==> config.mk <==
export PLATFORM = sky130hd
export DESIGN_NAME = indexed_insert_delete_list_core
export DESIGN_NICKNAME = d
export VERILOG_FILES = /design/src/rtl/iidl_pkg.sv /design/src/rtl/iidl_ram.sv /design/src/rtl/indexed_insert_delete_list_core.sv
export SDC_FILE = /design/constraint.sdc
export NUM_CORES = 2
export LEC_CHECK = 0
export BUFFER_PORTS_ARGS = -buffer_cell sky130_fd_sc_hd__buf_2
export CAP_MARGIN = 20
export CORE_ASPECT_RATIO = 1.25
export CORE_MARGIN = 4
export CORE_UTILIZATION = 45
export CTS_CLUSTER_DIAMETER = 30
export CTS_CLUSTER_SIZE = 25
export DETAILED_ROUTE_END_ITERATION = 10
export PLACE_DENSITY_LB_ADDON = 0.2
export SKIP_CTS_REPAIR_TIMING = 1
export SYNTH_ARGS = -nofsm -noshare
export SYNTH_HDL_FRONTEND = slang
export SYNTH_HIERARCHICAL = 1
export SYNTH_SLANG_ARGS = --single-unit
==> constraint.sdc <==
create_clock -name i_clk -period 7.9 [get_ports i_clk]
set_input_delay 1.58 -clock i_clk [delete_from_list [all_inputs] [get_ports i_clk]]
set_output_delay 1.58 -clock i_clk [all_outputs]
set_load 0.01 [all_outputs]
==> src/rtl/iidl_pkg.sv <==
`default_nettype none
// ============================================================================
// iidl_pkg : shared types for the indexed insert/delete list
// Operation and status codes, sequencer states and the command/response words.
// ============================================================================
package iidl_pkg;

    localparam int DEPTH_DEF      = 32;
    localparam int DATA_WIDTH_DEF = 32;
    localparam int FUNC_W         = 3;
    localparam int IDX_W          = 6;
    localparam int WORD_W         = 32;
    localparam int CNT_W          = 6;

    typedef enum logic [FUNC_W-1:0] {
        FN_READ       = 3'd0,
        FN_INSERT     = 3'd1,
        FN_REMOVE     = 3'd2,
        FN_PUSH_BACK  = 3'd3,
        FN_POP_BACK   = 3'd4,
        FN_PUSH_FRONT = 3'd5,
        FN_POP_FRONT  = 3'd6
    } t_func;

    typedef enum logic [1:0] {
        ST_OK    = 2'd0,
        ST_RANGE = 2'd1,
        ST_EMPTY = 2'd2,
        ST_FULL  = 2'd3
    } t_status;

    typedef enum logic [2:0] {
        S_IDLE,
        S_READ,
        S_INS,
        S_INS_LAST,
        S_INS_FIN,
        S_REM,
        S_REM_LAST
    } t_state;

    typedef struct packed {
        t_func                    func;
        logic [IDX_W-1:0]         index;
        logic signed [WORD_W-1:0] value;
    } t_cmd;

    typedef struct packed {
        logic signed [WORD_W-1:0] result_value;
        t_status                  status;
        logic [CNT_W-1:0]         element_count;
    } t_rsp;

endpackage
`default_nettype wire

==> src/rtl/iidl_ram.sv <==
`default_nettype none
// ============================================================================
// iidl_ram : generic simple dual-port RAM
// One write port and one read port, read data registered.
// ============================================================================
module iidl_ram #(
    parameter int WIDTH = 32,
    parameter int DEPTH = 32
) (
    input  wire logic                     i_clk,
    input  wire logic                     i_we,
    input  wire logic [$clog2(DEPTH)-1:0] i_waddr,
    input  wire logic [WIDTH-1:0]         i_wdata,
    input  wire logic [$clog2(DEPTH)-1:0] i_raddr,
    output logic      [WIDTH-1:0]         o_rdata
);

    logic [WIDTH-1:0] r_mem [DEPTH];
    logic [WIDTH-1:0] r_rdata;

    always_ff @(posedge i_clk) begin
        if (i_we) begin
            r_mem[i_waddr] <= i_wdata;
        end
        r_rdata <= r_mem[i_raddr];
    end

    assign o_rdata = r_rdata;

endmodule
`default_nettype wire

==> src/rtl/indexed_insert_delete_list_core.sv <==
// ============================================================================
// indexed_insert_delete_list_core : bounded ordered list with indexed edits
// Errors, no-ops and appends answer on o_strobe in the cycle after the start;
// a read passes S_READ, a remove/pop S_REM and S_REM_LAST, an insert ahead of
// the tail S_INS, S_INS_LAST and S_INS_FIN. Entries move one per cycle through
// the single RAM write port; busy is high throughout and the next word waits.
// Synchronous active-low reset empties the list; entry contents stay as they are.
// ============================================================================
`default_nettype none
module indexed_insert_delete_list_core
    import iidl_pkg::*;
#(
    parameter int DEPTH      = DEPTH_DEF,
    parameter int DATA_WIDTH = DATA_WIDTH_DEF
) (
    input  wire logic i_clk,
    input  wire logic i_rst_n,
    input  wire logic start,
    output logic      busy,
    input  wire t_cmd i_cmd,
    output logic      o_strobe,
    output t_rsp      o_rsp
);

    localparam int AW = (DEPTH > 1) ? $clog2(DEPTH) : 1;
    localparam int CW = $clog2(DEPTH + 1);
    localparam int PW = (CW > IDX_W) ? CW : IDX_W;

    t_state                r_state, n_state;
    logic [CW-1:0]         r_count, n_count;
    logic [AW-1:0]         r_ptr, n_ptr;
    logic [AW-1:0]         r_prev, n_prev;
    logic [AW-1:0]         r_pos, n_pos;
    logic                  r_have, n_have;
    logic [DATA_WIDTH-1:0] r_val, n_val;
    logic [DATA_WIDTH-1:0] r_res, n_res;
    logic                  r_strobe, n_strobe;
    t_rsp                  r_rsp, n_rsp;

    logic                  w_we;
    logic [AW-1:0]         w_waddr;
    logic [DATA_WIDTH-1:0] w_wdata;
    logic [AW-1:0]         w_raddr;
    logic [DATA_WIDTH-1:0] w_rd;

    logic [PW-1:0]         w_idx;
    logic [PW-1:0]         w_cnt;
    logic [PW-1:0]         w_ins_pos;
    logic [PW-1:0]         w_rem_pos;
    t_status               w_rem_err;

    iidl_ram #(
        .WIDTH (DATA_WIDTH),
        .DEPTH (DEPTH)
    ) u_ram (
        .i_clk   (i_clk),
        .i_we    (w_we),
        .i_waddr (w_waddr),
        .i_wdata (w_wdata),
        .i_raddr (w_raddr),
        .o_rdata (w_rd)
    );

    assign w_idx = PW'(i_cmd.index);
    assign w_cnt = PW'(r_count);

    always_comb begin
        unique case (i_cmd.func)
            FN_PUSH_BACK:  w_ins_pos = w_cnt;
            FN_PUSH_FRONT: w_ins_pos = '0;
            default:       w_ins_pos = w_idx;
        endcase
        unique case (i_cmd.func)
            FN_POP_BACK: begin
                w_rem_pos = w_cnt - PW'(1);
                w_rem_err = ST_EMPTY;
            end
            FN_POP_FRONT: begin
                w_rem_pos = '0;
                w_rem_err = ST_EMPTY;
            end
            default: begin
                w_rem_pos = w_idx;
                w_rem_err = ST_RANGE;
            end
        endcase
    end

    always_ff @(posedge i_clk) begin
        if (!i_rst_n) begin
            r_state  <= S_IDLE;
            r_count  <= '0;
            r_strobe <= 1'b0;
        end else begin
            r_state  <= n_state;
            r_count  <= n_count;
            r_strobe <= n_strobe;
        end
    end

    always_ff @(posedge i_clk) begin
        r_ptr  <= n_ptr;
        r_prev <= n_prev;
        r_pos  <= n_pos;
        r_have <= n_have;
        r_val  <= n_val;
        r_res  <= n_res;
        r_rsp  <= n_rsp;
    end

    always_comb begin
        n_state  = r_state;
        n_count  = r_count;
        n_ptr    = r_ptr;
        n_prev   = r_prev;
        n_pos    = r_pos;
        n_have   = r_have;
        n_val    = r_val;
        n_res    = r_res;
        n_strobe = 1'b0;
        n_rsp    = r_rsp;
        w_we     = 1'b0;
        w_waddr  = '0;
        w_wdata  = '0;
        w_raddr  = r_ptr;

        unique case (r_state)
            S_IDLE: begin
                if (start) begin
                    n_val    = DATA_WIDTH'(signed'(i_cmd.value));
                    n_have   = 1'b0;
                    n_strobe = 1'b1;
                    n_rsp.result_value  = '0;
                    n_rsp.status        = ST_OK;
                    n_rsp.element_count = CNT_W'(r_count);
                    unique case (i_cmd.func)
                        FN_READ: begin
                            if (w_idx < w_cnt) begin
                                w_raddr  = w_idx[AW-1:0];
                                n_strobe = 1'b0;
                                n_state  = S_READ;
                            end else begin
                                n_rsp.status = ST_RANGE;
                            end
                        end
                        FN_INSERT, FN_PUSH_BACK, FN_PUSH_FRONT: begin
                            if (w_ins_pos > w_cnt) begin
                                n_rsp.status = ST_RANGE;
                            end else if (r_count == CW'(DEPTH)) begin
                                n_rsp.status = ST_FULL;
                            end else if (w_ins_pos == w_cnt) begin
                                // append at the tail: nothing to move
                                w_we    = 1'b1;
                                w_waddr = w_ins_pos[AW-1:0];
                                w_wdata = n_val;
                                n_count = r_count + CW'(1);
                                n_rsp.element_count = CNT_W'(n_count);
                            end else begin
                                n_ptr    = AW'(r_count - CW'(1));
                                n_pos    = w_ins_pos[AW-1:0];
                                n_strobe = 1'b0;
                                n_state  = S_INS;
                            end
                        end
                        FN_REMOVE, FN_POP_BACK, FN_POP_FRONT: begin
                            if (w_rem_pos >= w_cnt) begin
                                n_rsp.status = w_rem_err;
                            end else begin
                                n_ptr    = w_rem_pos[AW-1:0];
                                n_pos    = w_rem_pos[AW-1:0];
                                n_strobe = 1'b0;
                                n_state  = S_REM;
                            end
                        end
                        default: begin
                        end
                    endcase
                end
            end

            S_READ: begin
                n_strobe = 1'b1;
                n_rsp.result_value  = WORD_W'(signed'(w_rd));
                n_rsp.status        = ST_OK;
                n_rsp.element_count = CNT_W'(r_count);
                n_state  = S_IDLE;
            end

            // walk down from the tail, each word moving up by one
            S_INS: begin
                w_raddr = r_ptr;
                n_prev  = r_ptr;
                n_have  = 1'b1;
                n_ptr   = r_ptr - AW'(1);
                if (r_have) begin
                    w_we    = 1'b1;
                    w_waddr = r_prev + AW'(1);
                    w_wdata = w_rd;
                end
                if (r_ptr == r_pos) begin
                    n_state = S_INS_LAST;
                end
            end

            S_INS_LAST: begin
                w_we    = 1'b1;
                w_waddr = r_prev + AW'(1);
                w_wdata = w_rd;
                n_state = S_INS_FIN;
            end

            S_INS_FIN: begin
                w_we     = 1'b1;
                w_waddr  = r_pos;
                w_wdata  = r_val;
                n_count  = r_count + CW'(1);
                n_strobe = 1'b1;
                n_rsp.result_value  = '0;
                n_rsp.status        = ST_OK;
                n_rsp.element_count = CNT_W'(n_count);
                n_state  = S_IDLE;
            end

            // walk up from the removed slot; the first word read is the result
            S_REM: begin
                w_raddr = r_ptr;
                n_prev  = r_ptr;
                n_have  = 1'b1;
                n_ptr   = r_ptr + AW'(1);
                if (r_have) begin
                    if (r_prev == r_pos) begin
                        n_res = w_rd;
                    end else begin
                        w_we    = 1'b1;
                        w_waddr = r_prev - AW'(1);
                        w_wdata = w_rd;
                    end
                end
                if (CW'(r_ptr) == r_count - CW'(1)) begin
                    n_state = S_REM_LAST;
                end
            end

            S_REM_LAST: begin
                if (r_prev == r_pos) begin
                    n_rsp.result_value = WORD_W'(signed'(w_rd));
                end else begin
                    w_we    = 1'b1;
                    w_waddr = r_prev - AW'(1);
                    w_wdata = w_rd;
                    n_rsp.result_value = WORD_W'(signed'(r_res));
                end
                n_count  = r_count - CW'(1);
                n_strobe = 1'b1;
                n_rsp.status        = ST_OK;
                n_rsp.element_count = CNT_W'(n_count);
                n_state  = S_IDLE;
            end

            default: begin
                n_state = S_IDLE;
            end
        endcase
    end

    assign busy     = (r_state != S_IDLE);
    assign o_strobe = r_strobe;
    assign o_rsp    = r_rsp;

`ifndef NO_ASSERTIONS
    a_strobe_idle: assert property (@(posedge i_clk) disable iff (!i_rst_n)
        o_strobe |-> !busy)
        else $error("result word shown while the sequencer is busy");

    a_count_cap: assert property (@(posedge i_clk) disable iff (!i_rst_n)
        r_count <= CW'(DEPTH))
        else $error("element count beyond capacity");

    a_write_in_list: assert property (@(posedge i_clk) disable iff (!i_rst_n)
        w_we |-> (CW'(w_waddr) <= r_count))
        else $error("RAM write beyond the list tail");

    a_start_answered: assert property (@(posedge i_clk) disable iff (!i_rst_n)
        (start && !busy) |=> (busy || o_strobe))
        else $error("accepted word neither worked on nor answered");
`endif

endmodule
`default_nettype wire

# Yosys cells after proc, flatten, opt, wreduce, memory -nomap -nowiden
# Memory sizes are Yosys's and may differ from the RTL's. A register that Yosys moved wholly into a read port is not among the register bits.
# Cells that the tools add are included.
# totals
input_bits,44
mem_bits_rw,1024
elab_cells,155
mem_count,1
register_bits,130
# memory_table
name,words,word_bits,rd,rd_clocked_by_memory_dff,wr,line,text
u_ram.r_mem,32,32,1,1,1,iidl_ram.sv:18,logic [WIDTH-1:0] r_mem [DEPTH];
# classes
n_addsub,6
reduce_logical,22
n_eq_ne,31
mux,80
n_lt_le_gt_ge,3
# ops
operator,n
$mux W32,9
$pmux W32 S6,1
$pmux W40 S4,1
$mux W5,20
$mux W40,1
$mux W6,5
$pmux W5 S6,1
$mux W3,8
$pmux W6 S2,2
$pmux W5 S2,2
$eq A3 B3 Y1 const B,6
$pmux W6 S3,1
$mux W1,17
$ne A3 B3 Y1 const B,5
$pmux W5 S3,1
$ne A2 B2 Y1 const B,7
$reduce_and A7 Y1,2
$eq A3 B2 Y1 const B,4
$pmux W3 S4,1
$add A5 B1 Y5 const B,2
$eq A5 B5 Y1,2
$reduce_and A2 Y1,5
$sub A5 B1 Y5 const B,2
$pmux W3 S3,1
23 further kinds,36

# Logic depth before layout (Yosys ltp)
# logic_depth
ltp_word,11
ltp_mapped,17

# By module
# The synthesis kept the hierarchy.
# by_module_without_submodules
mod,instances,seq_area_each_um2,area_per_inst_um2,cells_each
iidl_ram,1,31390.1,40492.6,2260
indexed_insert_delete_list_core,1,3803.6,7418.4,640

# Worst setup path before layout
# Ideal clock, no wire load.
# synth_path
kind,input-to-reg
startpoint,input i_cmd[39] in the netlist's numbering
endpoint,memory u_ram.r_mem[12][0] (enable)
arrival_ps,5859
required_ps,7479
cell_stages,16
path_buffers,4
path_slack_ps,1620
setup_ps,421
path_cell_list,clkbuf_1 > buf_1 > nor2b_1 > a21oi_1 > nor2_1 > a21oi_1 > inv_1 > ha_1 > nand4_1 > nor3_4 > and3_1 > buf_6 > or3_1 > or3b_2 > clkbuf_1 > nor2_1
# synth_via
elab_chain_len,11
word_cells_on_any_way,21
# synth_rtl
item,line,text
start: declaration,indexed_insert_delete_list_core.sv:20,"input wire t_cmd i_cmd,"
"parallel branches: the longest is 6 deep, another holds $gt A6 B6 Y1",-,
$mux W1 *,indexed_insert_delete_list_core.sv:136,unique case (i_cmd.func)
$mux W1 *,indexed_insert_delete_list_core.sv:129,if (start) begin
$pmux W1 S5 *,indexed_insert_delete_list_core.sv:127,unique case (r_state)
net w_we,indexed_insert_delete_list_core.sv:40,logic w_we;
$mux W1 *,iidl_ram.sv:22,if (i_we) begin
$mux W1 (implied by the code) *,iidl_ram.sv:23,r_mem[i_waddr] <= i_wdata;
end: declaration,iidl_ram.sv:18,
# Mark *: on every way through the listed nets, which the timed path passes.

# Final worst setup path
# layout_path
startpoint,input i_cmd[39] in the netlist's numbering
endpoint,memory u_ram.r_mem[4][11] (enable)
# The elaborated chain is that of the path after synthesis.

==> reports/metrics.yaml <==
timing.final.crit_share_pct: 71.67
timing.final.max_slew_violations: 0
p_sw_share_pct: 24.62
p_comb_share_pct: 9.6
htreeDepth: 4
wl_met3_um: 8141
hold_viol: 0
worstPathArrival_ns: 6.02
avgSynthCellArea_um2: 16.52
synth_cell_types: 64
setup_tns_ns: 0
rows: 133
dieArea_mm2: 0.1118
vias_per_cell: 5.710
num_vias: 26850
crit_fanout: 32
wl_met2_um: 60500
worstMarginPinSlew_ns: 1.100
required_ns: 8.26
holdCritPathClass: "reg -> reg"
ys_ff_latch: 1186
first_global_vias: 27180
grt.overflow.total: 0
cp-end-kind: "flop"
yosysWarnings: 6
period_needed_ns: 5.662
wl_per_cell_um: 26.11
grt_antenna_before_repair: 2
cts-buffers-inserted: 189
clock_latency_ns: 0.74
grt_max_degree: 110
grt_pass1_wl_um: 178200
hpwl_um: 76220
switchingPower_uw: 4233
die_w_um: 299.8
synthCells: 2900
rsz0062_at_grt: "no"
n_antenna_cell: 0
synth_edf_count: 1144
drtPass1Iterations: 6
nNetsFinal: 3188
netlist_top_cells_area: "edfxtp_1, mux2i_1, a22o_1, dfxtp_1, a22oi_1"
syn_area_mm2: 0.04791
clk_pin_slew_ns: 0.05
whs_path_depth: 1
drive_above_1_share_pct: 18.45
status: "complete, no violations"
fin_skew_ns: 0.02389
drv_cap: 0
port_buffers: 85
yosys.area.top_type: "edfxtp_1"
area_growth_pct: 19.21
final_antenna_net_count: 0
cts_tree: "yes"
drc: 0
num_io_pins: 86
fmax_mhz: 176.6
async_flop_share_pct: 0
worst_setup_path_start_kind: "primary input"
m1WireLength_um: 50490
cts_root_buffer: "clkbuf_16"
dieHeight_um: 372.8
place_congestion: 0.8513
r2r_cells: 13
syn-num-nets: 2970
clockPowerShare_pct: 48.0
cts.sinks: 1186
synth-main-ff-cell: "edfxtp_1"
finalWirelength_um: 122800
whs_ns: 0.5654
power_frac_seq_pct: 42.4
relSlewSlack_pct: 26.64
crit_type: "in -> reg"
first_iter_violations: 2502
yosysSeqAreaShare_pct: 73.46
fp.coreArea_mm2: 0.1055
highest_layer: "met4"
power.density_mw_per_mm2: 301.0
p_leak_uw: 0.02103
peakVddDrop_mv: 0.2160
grt_use_total_pct: 21.48
internal_power_uw: 12960
start_util_pct: 45.41
synth_top_area_share_pct: 71.70
cts_max_path_buffers: 3
setup_viol_count_final: 0
[state kept, by name (all words and copies together) (netlist names)]
register,count
r_ptr,5
u_ram/o_rdata,32
r_have,1
o_strobe,1
o_rsp,40
r_state,3
r_res,32
u_ram/r_mem,1024
r_val,32
r_pos,5
r_count,6
r_prev,5
[per-layer routing]
metal	GRT usage, %	vias up
li1	-	11970
met2	35.91	1022
met4	7.429	0
met5	0	-
met1	28.41	13660
met3	3.890	197
[power by group through the flow]
stage / sequential, uW / combinational, uW / clock (uW)
floorplan: 7340 / 1020 / 0
global placement: 7410 / 1610 / 0
detailed placement: 7410 / 1630 / 0
CTS: 7290 / 1630 / 8380
global route: 7290 / 1750 / 8700
finish: 7290 / 1650 / 8250
[critical path, stage by stage]
cell	delay, ns
buf_2	0.21
and2_1	0.26
a21oi_1	0.21
nor2_1	0.06
a21oi_1	0.31
inv_1	0.08
ha_1	0.30
nand4_1	0.22
nor3_4	0.42
and3_1	0.45
or3_1	0.22
or3b_2	0.74
nor2_4	0.92
[layout by cell type, fill, tap and decap left out, drive strengths merged, types with 5 or more instances in the layout]
master / instances
a22o: 98
nand4: 5
buf: 196
o31ai: 9
nand3b: 6
a21oi: 134
mux2: 38
dfxtp: 42
nand2b: 12
and2: 8
a22oi: 102
inv: 72
nand2: 127
a31oi: 34
nor2: 66
nor3: 44
bufinv: 20
xnor2: 21
mux2i: 515
a222oi: 35
and3: 6
xor2: 14
o21ai: 22
edfxtp: 1144
nor2b: 15
clkinvlp: 20
clkbuf: 217
nand3: 107
a21o: 7
clkinv: 76
ha: 25
[cell families (layout without fill, tap and decap cells)]
| group | count (synthesis) | after routing | share of synthesized area [%] |
|---|---|---|---|
| buf+inv | 216 | 601 | 2.437 |
| compound gates | 472 | 472 | 7.017 |
| flops | 1186 | 1186 | 73.46 |
| simple gates | 412 | 412 | 4.087 |
| mux | 553 | 553 | 11.65 |
| xor+xnor | 35 | 35 | 0.6555 |
| fa+ha+maj | 26 | 26 | 0.6947 |
[final cells by class]
cell class	instances	area (um^2)
Clock buffer	217	5021
Sequential cell	1186	35190
Inverter	47	176.4
Timing Repair Buffer	196	1584
Fill cell	8349	48390
Tap cell	1417	1773
Clock inverter	141	1519
Multi-Input combinational cell	1498	11850
[stage by stage]
step / area (um^2) / std cells / utilization (%) / setup WS (ns) / power (uW)
floorplan: 47910 / 2900 / - / 1.620 / 8362
CTS: 56850 / 4692 / 53.88 / 2.242 / 17300
finish: 57110 / 4702 / 54.14 / 2.238 / 17190
global route: 57110 / 4702 / 54.14 / 2.010 / 17740
detailed placement: 50310 / 4334 / 47.68 / 1.470 / 9037
global placement: 50240 / 4331 / 47.62 / 1.540 / 9015
[cell usage after synthesis, types with 4 or more instances]
cell      number
a22o_1        98
buf_4         36
nor2b_1       15
nand3b_1       6
a31oi_1       34
buf_6         22
mux2_2        38
nand4_1        5
xnor2_1       20
buf_1          8
o21ai_0       20
nand2_1      127
mux2i_1      515
xor2_1        14
edfxtp_1    1144
and3_1         6
ha_1          25
a211oi_1       4
a21oi_1      134
a21o_1         7
clkbuf_1      62
o31ai_1        9
inv_1         45
a222oi_1      35
buf_2         39
nand2b_1      12
nand3_1      107
a22oi_1      102
dfxtp_1       42
nor3_1        42
nor2_1        66
and2_1         8
[path summary, 6_finish.rpt]
kind | slack, ns | start | end
setup reg to reg | 2.82 | r_count[3]$_SDFFE_PN0P_ | u_ram/o_rdata[8]$_DFF_P_
setup / recovery | 2.24 | i_cmd[39] | u_ram/r_mem[4][11]$_DFFE_PP_
hold / removal | 0.57 | r_res[1]$_DFFE_PP_ | r_res[1]$_DFFE_PP_
hold reg to reg | 0.57 | r_res[1]$_DFFE_PP_ | r_res[1]$_DFFE_PP_
Note: power is estimated with default switching activity, not from simulation.
